**src/rtl/gds_pkg.sv**
```systemverilog
package gds_pkg;

  localparam int DIST_MAX_W = 21;
  localparam int DIFF_MAX_W = 22;
  localparam int LINE_W = 12;
  localparam int COL_W = 8;
  localparam int SHADE_W = 8;
  localparam int QUEUE_DEPTH = 4;

  localparam logic [LINE_W-1:0] LINE_COUNT_RESET = 12'd256;
  localparam logic [LINE_W-1:0] MIN_LINES = 12'd2;
  localparam logic [SHADE_W-1:0] SHADE_MAX = 8'd255;
  localparam int SHADE_SCALE_SQ = 260100;

  typedef struct packed {
    logic [DIST_MAX_W-1:0]        center;
    logic signed [DIFF_MAX_W-1:0] hdiff;
    logic                         hsp1;
    logic signed [DIFF_MAX_W-1:0] vdiff;
    logic                         vsp1;
    logic [LINE_W-1:0]            line;
    logic [COL_W-1:0]             column;
    logic                         last;
  } job_t;

endpackage

```
**src/rtl/gds_queue.sv**
```systemverilog
module gds_queue #(
  parameter int DEPTH = 4
) (
  input  logic          clk_i,
  input  logic          rst_ni,
  input  logic          push_valid_i,
  output logic          push_ready_o,
  input  gds_pkg::job_t push_job_i,
  output logic          pop_valid_o,
  input  logic          pop_ready_i,
  output gds_pkg::job_t pop_job_o
);

  localparam int PW = $clog2(DEPTH);
  localparam int CNTW = $clog2(DEPTH + 1);
  localparam logic [CNTW-1:0] FULL = CNTW'(DEPTH);
  localparam logic [PW-1:0] LAST_SLOT = PW'(DEPTH - 1);

  gds_pkg::job_t  slot_q [DEPTH];
  logic [PW-1:0]   wr_q, wr_d, rd_q, rd_d;
  logic [CNTW-1:0] cnt_q, cnt_d;
  logic            push, pop;

  assign push_ready_o = (cnt_q != FULL);
  assign pop_valid_o  = (cnt_q != '0);
  assign pop_job_o    = slot_q[rd_q];
  assign push = push_valid_i && push_ready_o;
  assign pop  = pop_valid_o && pop_ready_i;

  always_comb begin
    wr_d  = wr_q;
    rd_d  = rd_q;
    cnt_d = cnt_q;
    if (push) begin
      wr_d = (wr_q == LAST_SLOT) ? '0 : wr_q + PW'(1);
    end
    if (pop) begin
      rd_d = (rd_q == LAST_SLOT) ? '0 : rd_q + PW'(1);
    end
    if (push && !pop) begin
      cnt_d = cnt_q + CNTW'(1);
    end else if (pop && !push) begin
      cnt_d = cnt_q - CNTW'(1);
    end
  end

  always_ff @(posedge clk_i or negedge rst_ni) begin
    if (!rst_ni) begin
      wr_q  <= '0;
      rd_q  <= '0;
      cnt_q <= '0;
    end else begin
      wr_q  <= wr_d;
      rd_q  <= rd_d;
      cnt_q <= cnt_d;
    end
  end

  always_ff @(posedge clk_i) begin
    if (push) begin
      slot_q[wr_q] <= push_job_i;
    end
  end

endmodule

```
**config.mk**
```make
export PLATFORM = sky130hd
export DESIGN_NAME = gds_queue
export DESIGN_NICKNAME = d
export VERILOG_FILES = /design/src/rtl/gds_pkg.sv /design/src/rtl/gds_queue.sv
export SDC_FILE = /design/constraint.sdc
export NUM_CORES = 1
export LEC_CHECK = 0
export BUFFER_PORTS_ARGS = -buffer_cell sky130_fd_sc_hd__buf_2
export CAP_MARGIN = 20
export CORE_MARGIN = 5
export CORE_UTILIZATION = 40
export DETAILED_ROUTE_END_ITERATION = 16
export PLACE_DENSITY_LB_ADDON = 0.3
export SYNTH_ARGS = -nofsm -noshare
export SYNTH_HDL_FRONTEND = slang
export SYNTH_SLANG_ARGS = --single-unit
```
**constraint.sdc**
```tcl
create_clock -name clk_i -period 2.61 [get_ports clk_i]
set_input_delay 0.261 -clock clk_i [delete_from_list [all_inputs] [get_ports clk_i]]
set_output_delay 0.261 -clock clk_i [all_outputs]
set_load 0.01 [all_outputs]
```
; Word-level counts from Yosys, hierarchy flattened
; Memories as Yosys holds them, arrays and structs flattened.
; Index checks and enable logic that the tools add are counted.
[classes]
add_sub_neg = 4
n_eq_ne = 3
n_mux = 6
reduce_logical = 8
[op_table]
columns = operator, n
row1 = 3-bit 2-to-1 mux, 2
row2 = 2-bit by 1-bit adder with 2-bit output (second input constant), 2
row3 = 2-bit == test (second input constant), 2
row4 = 1-bit logical AND, 4
row5 = 2-bit 2-to-1 mux, 2
row6 = 3-bit by 1-bit adder with 3-bit output (second input constant), 1
row7 = 3-bit inequality test (second input constant), 1
row8 = 3-bit nonzero test, 1
row9 = 3-bit by 1-bit subtractor with 3-bit output (second input constant), 1
row10 = 1-bit zero test, 2
row11 = 1-bit 2-to-1 mux, 2
row12 = 2-bit nonzero test, 1
[totals]
reg_bits = 7
ram_bits = 352
inputBits = 92
elab_cells = 25
mem_count = 1
[memory_table]
columns = name, depth, word_bits, rd, rd_clocked_by_memory_dff, wr, line_no
row1 = slot_q, 4, 88, 1, 0, 1, gds_queue.sv:19  ; gds_pkg::job_t slot_q [DEPTH];

; Depth between registers and ports, before layout
; Gate-level depths: netlist of the first run.
[logic_depth]
depth_word = 6
mapped_depth = 8
mapped_depth_nobuf = 8

; Least setup slack after synthesis of the first run
; OpenSTA, ideal clock, no wires.
[synth_timing]
path_kind = register to register
start = register cnt_q[2]
end = memory slot_q[0][0] in the netlist's numbering (enable)
setup_time_ns = 0.407
arrival_time_ns = 1.810
t_required_ns = 2.203
setup_slack_ns = 0.393
stages_incl_launch_ff = 3
synth_period_minus_slack_ns = 2.217
path_cell_list = dfrtp_1 > or3b_4 > and3_2
[synth_between]
elab_chain_len = 4
[synth_rtl]
columns = item, line_no
row1 = from (decl), gds_queue.sv:21  ; logic [CNTW-1:0] cnt_q, cnt_d;
row2 = from (signal assigned), gds_queue.sv:55  ; cnt_q <= cnt_d;
row3 = 3-bit inequality test, gds_queue.sv:24  ; assign push_ready_o = (cnt_q != FULL);
row4 = named net push_ready_o, gds_queue.sv:7  ; output logic push_ready_o,
row5 = 1-bit logical AND, gds_queue.sv:27  ; assign push = push_valid_i && push_ready_o;
row6 = 1-bit 2-to-1 mux, gds_queue.sv:60  ; if (push) begin
row7 = 1-bit 2-to-1 mux (not written as such), gds_queue.sv:61  ; slot_q[wr_q] <= push_job_i;
row8 = to (decl), gds_queue.sv:19
; The timed path passes the listed nets, and every way through them passes these cells.

==> flow_summary.yaml, run 1 <==
pwr:
  powerDensity_nw_per_um2: 1100
  p_leak_nw: 5.76
  total_power_mw: 18.4
  ir_drop_mv: 0.766
global_routing:
  gr-usage-all-layers_pct: 14.3
  overflow: 0
  grt_pass1_vias: 6977
  grt_max_degree: 60
  antenna_found_initial: 2
  grt_pass1_wl_um: 40100
clock_tree:
  cts_buffers: 38
  cts_root_buf: "clkbuf_16"
  clk_latency_ps: 500
  clockBufferDepth: 3
  cts-resized-gates: 0
  cts_tree: "yes"
  cts.clk_slew.worst_paths_ps: 60
  cts_max_level: 2
  cts_sinks: 359
synth:
  yosysUniqueCellTypes: 19
  synth_top_family_by_area: "multiplexers"
  synth.avg_cell_area_sq_um: 26.4
  synth_top_area_share_pct: 80.7
  synth_mux_area_share_pct: 15.6
  synthTopCellsByArea: "edfxtp_1, mux4_2, dfrtp_1"
  synth_compound_area_share_pct: 0
  synth_fa_ha_area_share_pct: 0.726
  synth-xor-area-share_pct: 0.201
  synthSimpleGateAreaFrac_pct: 0.554
  netlist_area_sq_um: 13100
  ys_seq_area_share_pct: 82.1
  yosys_register_bits: 359
  syn-num-nets: 595
  ys_warn_count: 0
  synth_top_cell_by_area: "edfxtp_1"
  synthCells: 496
job:
  max_cap_violations: 0
sta:
  final_max_slew_viol_count: 0
  fin_crit_ps: 2330
  fin_crit_sh_pct: 89.2
  worstMarginPinSlew_ps: 467
  hold_viol: 0
  slew_headroom_pct: 68.9
  fmax_mhz: 430
  fin_skew_ps: 19.9
  finalSetupViolations: 0
  tns_ps: 0
  rsz0062_at_grt: "no"
critical_path:
  crit_type: "reg -> out"
  end_kind: "primary output"
  crit_arrival_ps: 2070
  critPathMaxFanout: 12
  critical_path_required_ps: 2350
  critical_path.startpoint_type: "flip-flop"
finish:
  drive_above_1_share_pct: 42.4
  fin_cells: 1273
  final_util_pct: 51.7
  fin_nets: 902
  syn2layout_area_growth_pct: 28.2
drt:
  postRouteAntennaNets: 0
  vias: 6156
  firstDrtPassIters: 4
  routedWlPerCell_um: 20.5
  wirelength_um: 26100
  drt_iter0_markers: 287
  vias_per_cell: 4.84
  remaining_drc_errors: 0
floorplanning:
  io_pins: 182
  die_w_um: 191
  die_y_um: 191
  num_rows: 66
  start_util_pct: 40.3
  dieArea_sq_um: 36400
  core_sq_um: 32500
run_status:
  run_status: "complete, no violations"
place:
  place_inst: 1115
  io_buffers: 181
  dpl.hpwl_um: 15100
  gp_congestion: 0.716
worst_hold_path:
  hold_class: "in -> async"
-- power by group --
group	total (mW)	leakage, nW	switching (mW)	internal (mW)
logic	5.45	1.90	2.83	2.61
clock network	4.94	0.549	2.09	2.85
registers	8.00	3.30	0.387	7.62
total	18.4	5.76	5.31	13.1
-- what timing repair did --
| action | 4_1_cts | 5_1_grt |
|---|---|---|
| hold buffers | 89 | 0 |
| buffers inserted | 0 | 1 |
| endpoints found under the setup margin | 0 | 4 |
| hold endpoints to repair | 359 | 0 |
-- metrics by stage --
stage | hold slack [ps] | instance area, sq um | setup WS, ps
2_1_floorplan | -34.6 | 13100 | 393
3_3_place_gp | 95.2 | 14700 | 456
3_5_place_dp | 101 | 14700 | 369
4_1_cts | 115 | 16800 | 26.2
5_1_grt | 123 | 16800 | 137
6_report | 142 | 16800 | 283
-- area by class of cell --
class                           count  area, sq um
Antenna cell                        1         2.50
Clock buffer                       46         1000
Clock inverter                     21          145
Fill cell                        2536        15700
Inverter                            3         11.3
Multi-Input combinational cell    114         2250
Sequential cell                   359        10800
Tap cell                          442          553
Timing Repair Buffer              287         2060
-- cells in the final DEF (no fill, tap or decap) --
master / synthesis / layout
mux4_2: 88 / 88
buf_12: 0 / 11
clkbuf_16: 0 / 39
xor2_1: 2 / 2
bufinv_16: 0 / 1
and2_4: 1 / 1
nand2_1: 1 / 1
buf_4: 1 / 6
diode_2: 0 / 1
inv_6: 0 / 3
and3_4: 0 / 4
mux2_4: 2 / 2
or3b_4: 1 / 1
clkbuf_1: 7 / 7
clkinv_2: 0 / 4
mux2_2: 3 / 3
dfrtp_4: 0 / 2
edfxtp_1: 352 / 352
clkinv_4: 0 / 1
clkinv_1: 0 / 8
nor2_1: 3 / 3
buf_2: 12 / 181
inv_1: 3 / 3
ha_1: 6 / 6
xnor2_1: 1 / 1
fa_1: 1 / 1
clkinvlp_4: 0 / 4
or3_2: 1 / 1
dfrtp_1: 7 / 5
dlygate4sd3_1: 0 / 89
-- worst max-delay path, stage by stage, from the launching register on --
cell and delay [ps]:
dfrtp_4 530, buf_4 300, mux4_2 560, buf_2 160
-- routing by layer --
metal  GRT usage (%)  vias to the layer above  wire [um]
met5               0                        -         13
met1            17.9                     3166      10400
met2            24.8                      183      13400
li1                -                     2765          -
met4            4.12                        2        546
met3            3.78                       40       1730
-- state kept, by name, summed over array words and instances (netlist names) --
signal	cells
rd_q	2
slot_q	352
cnt_q	3
wr_q	2
-- final timing paths --
kind / start / endpoint / slack [ps] / depth (start not counted)
setup / recovery: rd_q[0] / pop_job_o[39] / 280 / 3
hold / removal: rst_ni / rd_q[1] / 140 / 2
setup reg to reg: cnt_q[1] / cnt_q[2] / 340 / 8
hold reg to reg: cnt_q[2] / cnt_q[2] / 500 / 1
max in group asynchronous: rst_ni / rd_q[0] / 2290 / 2
min in group clk_i: pop_ready_i / rd_q[0] / 170 / 3
-- logic make-up after synthesis --
| family | Yosys count |
|---|---|
| muxes | 93 |
| xor gates and xnor gates | 3 |
| adders and majority gates | 7 |
| DFF | 359 |
| and+or+nand+nor | 11 |
| buffers and inverters | 23 |
-- Yosys cell counts --
master	instances
edfxtp_1	352
mux4_2	88
buf_2	12
clkbuf_1	7
dfrtp_1	7
ha_1	6
and3_2	4
inv_1	3
mux2_2	3
nor2_1	3
mux2_4	2
xor2_1	2
and2_4	1
buf_4	1
fa_1	1
nand2_1	1
or3_2	1
or3b_4	1
xnor2_1	1
Power figures use the tool's default switching activity.
==> run 2, diff against run 1 <==
Settings changed: BUFFER_PORTS_ARGS -buffer_cell sky130_fd_sc_hd__buf_2 to unset, DONT_BUFFER_PORTS set to 1.
Clock period 2.61 ns to 2.6 ns, I/O delays scaled along.
==> run 2 against run 1 <==
Register-to-register slack worse by 50 ps. Largest cell class unchanged. Global-route usage down 1.1 points. Combinational power shrank 17%. Worst hold slack worse by 86 ps. Routed wire length decreased by 7.6%. Non-clock buffer count down 183.
==> flow_summary.yaml, run 2 (synthesis gave the netlist of run 1 again) <==
sta:
  fin_crit_ps: 2430
  whs_ps: 56.1
  hold_viol: 0
  worstMarginPinSlew_ps: 637
  tns_ps: 0
  fmax_mhz: 412
  slew_headroom_pct: 57.5
  final_max_slew_viol_count: 0
  fin_skew_ps: 10.7
  finalSetupViolations: 0
  rsz0062_at_grt: "no"
  fin_crit_sh_pct: 93.3
finish:
  largest_register_ffs: 352
  fillerInstances: 2548
  final_util_pct: 48.7
  fin_nets: 718
  largest_register: "slot_q"
  final_cell_mix: "edfxtp_1, dlygate4sd3_1, mux4_2, clkbuf_16, clkbuf_1"
  regArea_sq_um: 10800
  drive_above_1_share_pct: 25.8
  final_common_cell: "edfxtp_1"
  multi_input_area_sq_um: 2250
  syn2layout_area_growth_pct: 20.8
  reg_top3: "slot_q x352, cnt_q x3"
pwr:
  total_power_mw: 17.5
  ir_drop_mv: 0.695
  powerDensity_nw_per_um2: 1100
  p_leak_nw: 5.02
worst_hold_path:
  min_path_cells: 2
  hold_class: "in -> reg"
  min_to: "rd_q[1]"
  hp-start: "pop_ready_i"
drt:
  remaining_drc_errors: 0
  vias_per_cell: 5.01
  drt_iter0_markers: 209
  firstDrtPassIters: 4
  postRouteAntennaNets: 0
  wirelength_um: 24100
  routedWlPerCell_um: 22.2
  vias: 5446
floorplanning:
  num_rows: 66
  dieArea_sq_um: 36400
  die_y_um: 191
  start_util_pct: 40.3
  core_sq_um: 32500
  io_pins: 182
  die_w_um: 191
clock_tree:
  postCtsHoldBufs: 89
  cts_sinks: 359
  cts_buffers: 37
  cts_root_buf: "clkbuf_16"
  cts_setup_buffers: 0
  cts.clk_slew.worst_paths_ps: 60
  cts_tree: "yes"
  cts-resized-gates: 0
  clockBufferDepth: 3
  cts_max_level: 2
  clk_latency_ps: 490
global_routing:
  grt_max_degree: 51
  overflow: 0
  gr-usage-all-layers_pct: 13.2
  grt_pass1_wl_um: 36600
  grt_pass1_vias: 6046
  antenna_found_initial: 1
critical_path:
  crit_arrival_ps: 2170
  rrSetupSlack_ps: 290
  startpoint: "rd_q[0]"
  cp_cell_sequence: "buf_12 -> mux4_2"
  worstReg2RegEnd: "cnt_q[2]"
  critical_path.startpoint_type: "flip-flop"
  timing.rr.start: "cnt_q[1]"
  end_kind: "primary output"
  critical_path_required_ps: 2340
  worstRegToRegCells: 8
  critPathMaxFanout: 33
  path_buf_inv: 1
  crit_type: "reg -> out"
  cp_slowest_stage_delay_ps: 690
  crit_family: "flip-flops"
  slowest_stage: "dfrtp_4"
place:
  dpl.hpwl_um: 14500
  gp_congestion: 0.745
  io_buffers: 0
job:
  max_cap_violations: 0
run_status:
  run_status: "complete, no violations"
-- run 2: how the worst max path moves through the flow --
stage / endpoint / slack [ps] / depth (start not counted)
detailed placement: cnt_q[2] / 320 / 8
finish: pop_job_o[30] / 170 / 2
CTS: pop_job_o[60] / 80 / 2
global placement: cnt_q[2] / 370 / 8
floorplan: slot_q[0][0] / 380 / 2
global route: pop_job_o[60] / 30 / 2
-- run 2: cell type report --
class	count	share of cell area [%]
clock buffers	47	6.16
flip-flops and latches	359	68.0
well taps	442	3.50
multi-input cells	114	14.3
diodes	1	0.0158
inverters	3	0.0712
clock inverters	17	1.02
repair buffers	104	6.98
-- run 2: per-layer routing --
metal  track usage [%]  part of all wire [%]  vias up  wire [um]
met3              4.16                   7.5       38       1800
met4              3.78                   1.9        0        469
met1              15.1                    37     2872       8950
met2              24.0                    53      150      12900
met5                 0                     0        -          0
li1                  -                     -     2386          -
-- run 2: power breakdown --
part / total [mW] / internal [mW] / switching [mW]
Sequential: 8.06 / 7.65 / 0.408
Clock: 4.91 / 2.94 / 1.97
Combinational: 4.50 / 1.95 / 2.54
Total: 17.5 / 12.5 / 4.92
-- run 2: through the flow --
step / instances / instance area (sq um) / setup slack, ps
final: 1087 / 15800 / 173
after CTS: 1086 / 15800 / 80.4
after global routing: 1087 / 15800 / 25.9
after floorplan: 496 / 13100 / 383
after global placement: 933 / 13800 / 366
after detailed placement: 933 / 13800 / 323
