### config.mk
export PLATFORM = sky130hd
export DESIGN_NAME = gds_back_flat
export DESIGN_NICKNAME = d
export VERILOG_FILES = /design/src/rtl/gds_pkg.sv /design/src/rtl/gds_if.sv /design/src/rtl/gds_back.sv /design/src/flat_wrapper.sv
export SDC_FILE = /design/constraint.sdc
export NUM_CORES = 2
export LEC_CHECK = 0
export BUFFER_PORTS_ARGS = -buffer_cell sky130_fd_sc_hd__buf_4
export CAP_MARGIN = 5
export CORE_MARGIN = 2
export CORE_UTILIZATION = 48
export DETAILED_ROUTE_END_ITERATION = 8
export SYNTH_ARGS = -nofsm -noshare
export SYNTH_HDL_FRONTEND = slang
export SYNTH_SLANG_ARGS = --single-unit
### constraint.sdc
create_clock -name clk_i -period 22.6 [get_ports clk_i]
set_input_delay 2.26 -clock clk_i [delete_from_list [all_inputs] [get_ports clk_i]]
set_output_delay 2.26 -clock clk_i [all_outputs]
set_load 0.005 [all_outputs]
### src/rtl/gds_pkg.sv
package gds_pkg;

  localparam int DIST_MAX_W = 21;
  localparam int DIFF_MAX_W = 22;
  localparam int LINE_W = 12;
  localparam int COL_W = 8;
  localparam int SHADE_W = 8;
  localparam int QUEUE_DEPTH = 4;

  localparam logic [LINE_W-1:0] LINE_COUNT_RESET = 12'd256;
  localparam logic [LINE_W-1:0] MIN_LINES = 12'd2;
  localparam logic [SHADE_W-1:0] SHADE_MAX = 8'd255;
  localparam int SHADE_SCALE_SQ = 260100;

  typedef struct packed {
    logic [DIST_MAX_W-1:0]        center;
    logic signed [DIFF_MAX_W-1:0] hdiff;
    logic                         hsp1;
    logic signed [DIFF_MAX_W-1:0] vdiff;
    logic                         vsp1;
    logic [LINE_W-1:0]            line;
    logic [COL_W-1:0]             column;
    logic                         last;
  } job_t;

endpackage

### src/rtl/gds_if.sv


interface gds_out_if ();
  logic       valid;
  logic       ready;
  logic [7:0] gradient_shade;
  logic [7:0] depth_shade;
  logic [11:0] out_line;
  logic [7:0] out_column;
  logic       last_of_run;

  modport source(output valid, output gradient_shade, output depth_shade, output out_line,
                 output out_column, output last_of_run, input ready);
  modport sink(input valid, input gradient_shade, input depth_shade, input out_line,
               input out_column, input last_of_run, output ready);
endinterface

### src/rtl/gds_back.sv
module gds_back #(
  parameter int FRACTION_BITS = 8
) (
  input  logic          clk_i,
  input  logic          rst_ni,
  input  logic          pop_valid_i,
  output logic          pop_ready_o,
  input  gds_pkg::job_t pop_job_i,
  gds_out_if.source     out_o
);

  localparam int AW = FRACTION_BITS + 10;
  localparam int QW = 2 * AW;
  localparam int QLW = QW / 2;
  localparam int QHW = QW - QLW;
  localparam int TW = 18;
  localparam int PW = QW + TW;
  localparam int DFW = gds_pkg::DIFF_MAX_W;
  localparam int CTW = gds_pkg::DIST_MAX_W;
  localparam int SW = gds_pkg::SHADE_W;
  localparam logic [QW-1:0] K_SQ = QW'(1) << (2 * FRACTION_BITS + 2);
  localparam logic [PW-1:0] LIMIT = PW'(gds_pkg::SHADE_SCALE_SQ) << (2 * FRACTION_BITS + 2);
  localparam logic [CTW-1:0] NO_SURF = CTW'(256) << FRACTION_BITS;
  localparam logic [CTW:0] ROUND_UP = (CTW + 1)'((1 << FRACTION_BITS) - 1);

  typedef enum logic [8:0] {
    B_IDLE = 9'b000000001,
    B_ABS  = 9'b000000010,
    B_SQH  = 9'b000000100,
    B_SQV  = 9'b000001000,
    B_SQ   = 9'b000010000,
    B_LO   = 9'b000100000,
    B_HI   = 9'b001000000,
    B_CMP  = 9'b010000000,
    B_DONE = 9'b100000000
  } bstate_e;

  bstate_e          state_q, state_d;
  gds_pkg::job_t    job_q, job_d;
  logic [AW-1:0]    ha_q, ha_d, va_q, va_d, sq_in;
  logic [QW-1:0]    q_q, q_d, sq;
  logic [SW-1:0]    res_q, res_d, trial;
  logic [2:0]       bit_q, bit_d;
  logic [TW-1:0]    t2_q, t2_d;
  logic [SW:0]      t9;
  logic [TW+QLW-1:0] plo_q, plo_d;
  logic [TW+QHW-1:0] phi_q, phi_d;
  logic [PW-1:0]    prod;
  logic [DFW-1:0]   hmag, vmag;
  logic [CTW:0]     up_sum;
  logic [SW:0]      up;
  logic [SW-1:0]    depth;
  logic             empty, load;
  logic             ov_q;
  logic [SW-1:0]    og_q, od_q;
  logic [11:0]      ol_q;
  logic [7:0]       oc_q;
  logic             olast_q;

  assign pop_ready_o = (state_q == B_IDLE);

  assign hmag  = job_q.hdiff[DFW-1] ? DFW'(-job_q.hdiff) : DFW'(job_q.hdiff);
  assign vmag  = job_q.vdiff[DFW-1] ? DFW'(-job_q.vdiff) : DFW'(job_q.vdiff);
  assign sq_in = (state_q == B_SQH) ? ha_q : va_q;
  assign sq    = sq_in * sq_in;
  assign trial = res_q | (SW'(1) << bit_q);
  assign t9    = {trial, 1'b0} - (SW + 1)'(1);
  assign prod  = {phi_q, QLW'(0)} + PW'(plo_q);

  assign empty  = (job_q.center >= NO_SURF);
  assign up_sum = (CTW + 1)'(job_q.center) + ROUND_UP;
  assign up     = (SW + 1)'(up_sum >> FRACTION_BITS);
  assign depth  = (up >= (SW + 1)'(gds_pkg::SHADE_MAX)) ? '0
                : SW'((SW + 1)'(gds_pkg::SHADE_MAX) - up);

  assign load = (state_q == B_DONE) && (!ov_q || out_o.ready);

  always_comb begin
    state_d = state_q;
    job_d   = job_q;
    ha_d    = ha_q;
    va_d    = va_q;
    q_d     = q_q;
    res_d   = res_q;
    bit_d   = bit_q;
    t2_d    = t2_q;
    plo_d   = plo_q;
    phi_d   = phi_q;
    unique case (state_q)
      B_IDLE: begin
        if (pop_valid_i) begin
          job_d   = pop_job_i;
          state_d = B_ABS;
        end
      end
      B_ABS: begin
        ha_d = job_q.hsp1 ? AW'({hmag, 1'b0}) : AW'(hmag);
        va_d = job_q.vsp1 ? AW'({vmag, 1'b0}) : AW'(vmag);
        state_d = B_SQH;
      end
      B_SQH: begin
        q_d = K_SQ + sq;
        state_d = B_SQV;
      end
      B_SQV: begin
        q_d   = q_q + sq;
        res_d = '0;
        bit_d = 3'd7;
        state_d = B_SQ;
      end
      B_SQ: begin
        t2_d = t9 * t9;
        state_d = B_LO;
      end
      B_LO: begin
        plo_d = t2_q * q_q[QLW-1:0];
        state_d = B_HI;
      end
      B_HI: begin
        phi_d = t2_q * q_q[QW-1:QLW];
        state_d = B_CMP;
      end
      B_CMP: begin
        if (prod <= LIMIT) begin
          res_d = trial;
        end
        if (bit_q == 3'd0) begin
          state_d = B_DONE;
        end else begin
          bit_d = bit_q - 3'd1;
          state_d = B_SQ;
        end
      end
      B_DONE: begin
        if (load) begin
          state_d = B_IDLE;
        end
      end
      default: state_d = B_IDLE;
    endcase
  end

  always_ff @(posedge clk_i or negedge rst_ni) begin
    if (!rst_ni) begin
      state_q <= B_IDLE;
      ov_q    <= 1'b0;
    end else begin
      state_q <= state_d;
      if (load) begin
        ov_q <= 1'b1;
      end else if (out_o.ready) begin
        ov_q <= 1'b0;
      end
    end
  end

  always_ff @(posedge clk_i) begin
    job_q <= job_d;
    ha_q  <= ha_d;
    va_q  <= va_d;
    q_q   <= q_d;
    res_q <= res_d;
    bit_q <= bit_d;
    t2_q  <= t2_d;
    plo_q <= plo_d;
    phi_q <= phi_d;
    if (load) begin
      og_q    <= empty ? '0 : res_q;
      od_q    <= empty ? '0 : depth;
      ol_q    <= job_q.line;
      oc_q    <= job_q.column;
      olast_q <= job_q.last;
    end
  end

  assign out_o.valid          = ov_q;
  assign out_o.gradient_shade = og_q;
  assign out_o.depth_shade    = od_q;
  assign out_o.out_line       = ol_q;
  assign out_o.out_column     = oc_q;
  assign out_o.last_of_run    = olast_q;

endmodule

### src/flat_wrapper.sv
// flat-port wrapper written by rule: the top's interface ports become plain ports
module gds_back_flat 
#(
  parameter int FRACTION_BITS = 8
)
  (clk_i, rst_ni, pop_valid_i, pop_ready_o, pop_job_i, out_o_valid, out_o_gradient_shade, out_o_depth_shade, out_o_out_line, out_o_out_column, out_o_last_of_run, out_o_ready);
  gds_out_if out_o_i ();
  input  logic clk_i;
  input  logic rst_ni;
  input  logic pop_valid_i;
  output logic pop_ready_o;
  input  gds_pkg::job_t pop_job_i;
  output wire logic [$bits(out_o_i.valid)-1:0] out_o_valid;
  output wire logic [$bits(out_o_i.gradient_shade)-1:0] out_o_gradient_shade;
  output wire logic [$bits(out_o_i.depth_shade)-1:0] out_o_depth_shade;
  output wire logic [$bits(out_o_i.out_line)-1:0] out_o_out_line;
  output wire logic [$bits(out_o_i.out_column)-1:0] out_o_out_column;
  output wire logic [$bits(out_o_i.last_of_run)-1:0] out_o_last_of_run;
  input wire logic [$bits(out_o_i.ready)-1:0] out_o_ready;
  assign out_o_valid = out_o_i.valid;
  assign out_o_gradient_shade = out_o_i.gradient_shade;
  assign out_o_depth_shade = out_o_i.depth_shade;
  assign out_o_out_line = out_o_i.out_line;
  assign out_o_out_column = out_o_i.out_column;
  assign out_o_last_of_run = out_o_i.last_of_run;
  assign out_o_i.ready = out_o_ready;
  gds_back #(.FRACTION_BITS(FRACTION_BITS)) u_core (.clk_i(clk_i), .rst_ni(rst_ni), .pop_valid_i(pop_valid_i), .pop_ready_o(pop_ready_o), .pop_job_i(pop_job_i), .out_o(out_o_i));
endmodule
# Yosys cells after proc, flatten, opt, wreduce, memory -nomap -nowiden
# Index checks and enable logic that the tools add are counted.
[word_totals]
regBits = 308
inputBits = 92
wordCells = 84
[op_classes]
addsub = 9
n_mul = 4
order_cmp = 3
eq_ne = 13
shifts = 1
n_mux = 16
n_bitwise = 1
n_reduce_logical = 12
[op_table]
columns = ["operator", "count"]
rows = [
  ["multiplier 18 x 18 -> 36 bit", 3],
  ["2-to-1 mux 18 bit", 5],
  ["one-hot mux 9 bit (9 select lines)", 1],
  ["one-hot mux 36 bit (2 select lines)", 1],
  ["adder 54 x 36 -> 54 bit", 1],
  ["less-or-equal comparator 54 x 36 -> 1 bit, second input constant", 1],
  ["adder 19 x 36 -> 36 bit, first input constant", 1],
  ["adder 36 bit", 1],
  ["negation 18 bit", 2],
  ["2-to-1 mux 9 bit", 3],
  ["greater-or-equal comparator 21 x 17 -> 1 bit, second input constant", 1],
  ["multiplier 9 x 9 -> 18 bit", 1],
  ["adder 17 x 8 -> 17 bit, second input constant", 1],
  ["one-hot mux 8 bit (2 select lines)", 1],
  ["equality test 9 x 1 -> 1 bit, second input constant", 1],
  ["equality test 9 x 2 -> 1 bit, second input constant", 1],
  ["equality test 9 x 3 -> 1 bit, second input constant", 1],
  ["equality test 9 x 4 -> 1 bit, second input constant", 1],
  ["equality test 9 x 5 -> 1 bit, second input constant", 1],
  ["equality test 9 x 6 -> 1 bit, second input constant", 1],
  ["equality test 9 x 7 -> 1 bit, second input constant", 1],
  ["equality test 9 x 8 -> 1 bit, second input constant", 1],
  ["equality test 9 bit, second input constant", 1],
  ["greater-or-equal comparator 9 x 8 -> 1 bit, second input constant", 1],
  ["18 further kinds", 26],
]

# Depth between registers and ports, before layout
[depth]
word_depth = 5
mapped_depth = 39
depth_no_buf = 36

# Worst setup path before layout
# Ideal clock, no wire load.
[synth_timing]
path_kind = "reg2reg"
startpoint = "register u_core.state_q[8]"
endpoint = "register u_core.q_q[35] (data pin)"
setup_time_ns = 0.260
t_arrival_ns = 9.292
required_time_ns = 22.340
path_slack_ns = 13.048
path_stages_with_launch = 38
path_buffers = 2
period_less_slack_ns = 9.552
cell_sequence = "dfrtp_1 nor4_2 nand3_1 buf_1 mux2i_1 clkinv_1 nand2_1 inv_1 fa_1 inv_1 fa_1 fa_1 inv_1 fa_1 fa_1 inv_1 fa_1 inv_1 [... 2 more ...] and4_1 nand2_1 a2111oi_4 o41ai_1 nor2b_2 o21ai_0 xor2_1 ha_1 a21o_1 a21o_1 a211o_1 a311oi_1 o31ai_1 o21ai_1 xor2_1 nor2_1 a41oi_1 xnor2_1"
[synth_between]
elab_chain_cells = 5
word_cells_on_any_way = 7
[synth_lines]
columns = ["element", "line_no", "rtl"]
rows = [
  ["start, declared", "gds_back.sv:38", "bstate_e state_q, state_d;"],
  ["start signal, assigned", "gds_back.sv:148", "state_q <= state_d;"],
  ["equality test 9 x 3 -> 1 bit", "gds_back.sv:64, gds_back.sv:89", ""],
  ["2-to-1 mux 18 bit", "gds_back.sv:64", "assign sq_in = (state_q == B_SQH) ? ha_q : va_q;"],
  ["multiplier 18 x 18 -> 36 bit", "gds_back.sv:65", "assign sq = sq_in * sq_in;"],
  ["adder 36 bit or adder 19 x 36 -> 36 bit (tied branches)", "gds_back.sv:106, gds_back.sv:102", ""],
  ["one-hot mux 36 bit (2 select lines) (*)", "gds_back.sv:89", "unique case (state_q)"],
  ["via u_core.q_d[35]", "gds_back.sv:41", "logic [QW-1:0] q_q, q_d, sq;"],
  ["end signal, assigned", "gds_back.sv:161", "q_q <= q_d;"],
  ["end, declared", "gds_back.sv:41", ""],
]
# Mark *: on every way through the listed nets, which the timed path passes. The rest lies on a longest branch.
# A chain may end at the register's enable or synchronous reset.

# Worst setup path after layout
# Ends and elaborated chain as after synthesis.

==> metrics.txt <==
status=complete, no violations; vias post-DR=31000; Worst Path Required=22.94 ns; fin nets=5981; vias in the first global route=32477; Area growth syn-to-layout=8.199%; top_reg_cell synth=edfxtp_1; startpoint class of the critical path=flip-flop; die area=95770 um^2; DRT Pass-1 Iters=5; total grt overflow=0; Cells after Synth=4671; IO Port Bufs=124; clock-pin slew on the worst setup and hold paths=0.06 ns; CP max stage delay=0.56 ns; io pins=131; Core Footprint=92910 um^2; CP endpoint kind=flip-flop; number of synthesized flops with an enable pin=289; Starting Density=48.21%; share of cells above drive strength 1=6.204%; Sink Count=299; CTS resizes=0; CTS buffer count=37; hold path cells=0; Die X-Extent=309.5 um; Max transition margin=21.91%; Worst Path Arrival=11.18 ns; Starting DRT DRC Count=1369; unique cell type count in the Yosys netlist=98; Seq cells post-synth=299; overall routing resource usage=21.75%; crit-path leading delay family=adder cells; setup tns final=0 ns; Worst Hold Class=flip-flop to flip-flop; yosys warns=0; Die H=309.5 um; largest net degree at the start of global routing=83; routability cong.=0.8528; dpl hpwl=78.58 mm; Hold Violations, Final=0; CTS tree=yes; CTS Hold Buffers Added=0; dpl ws=11.77 ns; number of cell rows=112; drt wl/cell=16.66 um; Max Root-Sink Buffers=3; CP max stage cell=mux2i_1; DRT Wirelength=100.4 mm; sequential share of the synthesized area=19.94%; Setup Viol. Count Final=0; clk_skew=0.04552 ns; worst path bufs/invs=7; unrepaired setup endpoints after global routing=false; peak fanout along the critical path=22; R2R cell count=36; H-tree depth=2; fin crit share=47.95%; actual slew at the worst max-slew pin=1.164 ns; antenna violations before repair=3; CTS Root Cell=clkbuf_16; worst setup margin=11.76 ns; crit path kind=flip-flop to flip-flop; Synth Cell Area=44790 um^2; first-pass GRT wire length=165.7 mm; Post-CTS Setup Inserts=0; number of max-cap violations=0; fmax=0.09228 GHz; Mean Syn Cell Area=9.589 um^2; drt drc=0; Via density=5.144; ANT nets after route=0; worst skew pair latency=0.60 ns; Layout Utilization=52.16%; Slew Viols, Final=0; Tmin final=10.84 ns; cell count along the critical path=36; ys async rst share=3.344%
flip-flops by register name, summed over array words and instances (netlist names), 9 cells and up:
register and cells:
u_core.job_q 82, u_core.ha_q 18, u_core.state_q 9, u_core.va_q 18, u_core.phi_q 36, u_core.out_o.out_line 12, u_core.plo_q 36, u_core.q_q 36
u_core.t2_q 15
placed cells by master, fill, tap and decap left out, types with 11 or more instances in the layout:
cell type,instances
o21a_1,20
clkinv_1,14
or3_1,11
or2_2,11
fa_1,716
mux2i_1,31
nand2b_1,23
nand4_1,19
a31oi_1,25
o31ai_1,18
mux2_2,16
a21o_1,74
nand3_1,41
nor4_1,14
nand2_1,580
and3_1,19
a211oi_1,11
o21bai_1,15
ha_1,430
nor2b_1,19
buf_4,165
nor3_1,30
edfxtp_1,289
nor2_1,249
inv_1,991
o21ai_0,112
xnor2_1,127
clkbuf_16,37
conb_1,22
o21ai_1,16
a21oi_1,153
xor2_1,84
and2_1,216
synthesized netlist by cell type, drive strengths merged (11+ instances only):
cell | instances | share of area [%]
a211oi | 14 | 0.28
a21o | 74 | 1.2
a21oi | 156 | 1.8
a31oi | 25 | 0.35
and2 | 217 | 3.0
and3 | 21 | 0.31
clkbuf | 146 | 1.2
edfxtp | 289 | 19
fa | 716 | 32
ha | 430 | 12
inv | 992 | 8.3
mux2 | 16 | 0.40
mux2i | 31 | 0.69
nand2 | 580 | 4.9
nand2b | 24 | 0.34
nand3 | 41 | 0.46
nand4 | 19 | 0.27
nor2 | 250 | 2.1
nor2b | 21 | 0.30
nor3 | 30 | 0.34
nor4 | 15 | 0.22
o21a | 20 | 0.34
o21ai | 128 | 1.4
o21bai | 15 | 0.25
o31ai | 20 | 0.37
or2 | 12 | 0.17
or3 | 11 | 0.15
xnor2 | 130 | 2.6
xor2 | 85 | 1.7
layer usage:
layer / routed length [um] / share of wire, % / GRT usage, %
met1: 43540 / 43 / 28.13
met3: 5443 / 5.4 / 3.566
met2: 48900 / 49 / 37.58
met4: 2540 / 2.5 / 6.299
met5: 0 / 0 / 0
path summary, 6_finish.rpt:
| kind | startpoint | endpoint | slack [ns] |
|---|---|---|---|
| min in group asynchronous | rst_ni | u_core.state_q[3] | 1.49 |
| setup / recovery | u_core.state_q[8] | u_core.q_q[35] | 11.76 |
| hold reg to reg | u_core.job_q[20] | u_core.out_o.out_line[11] | 0.42 |
| setup reg to reg | u_core.state_q[8] | u_core.q_q[35] | 11.76 |
| hold / removal | u_core.job_q[20] | u_core.out_o.out_line[11] | 0.42 |
| max in group asynchronous | rst_ni | u_core.state_q[0] | 20.89 |
cells by family after synthesis:
group                      count (synthesis)  synth area share [%]
AOI/OAI and AO/OA                        528                 7.662
adders and majority gates               1146                 44.01
other                                      2               0.01677
xor gates and xnor gates                 215                 4.296
DFF                                      299                 19.94
and+or+nand+nor                         1280                 13.30
muxes                                     47                 1.095
buffers and inverters                   1154                 9.679
through the flow:
stage / cell area (um^2) / std cells / hold WS, ns
global route: 48460 / 6025 / 0.4260
finish: 48460 / 6027 / 0.4184
detailed placement: 47140 / 5957 / 0.4045
floorplan: 44870 / 4691 / 0.4003
global placement: 47140 / 5957 / 0.4017
CTS: 48450 / 6024 / 0.4189
final cells by class:
class,count,area [um^2]
Timing Repair Buffer,166,1244
Clock buffer,41,940.9
Sequential cell,299,8930
Inverter,1001,3757
Antenna cell,2,5.005
Fill cell,8559,44450
Multi-Input combinational cell,3238,31640
Clock inverter,26,372.9
Tap cell,1254,1569
Power is not shown: default switching activity piles up to over one toggle a cycle in this logic, so the estimate is an artifact.
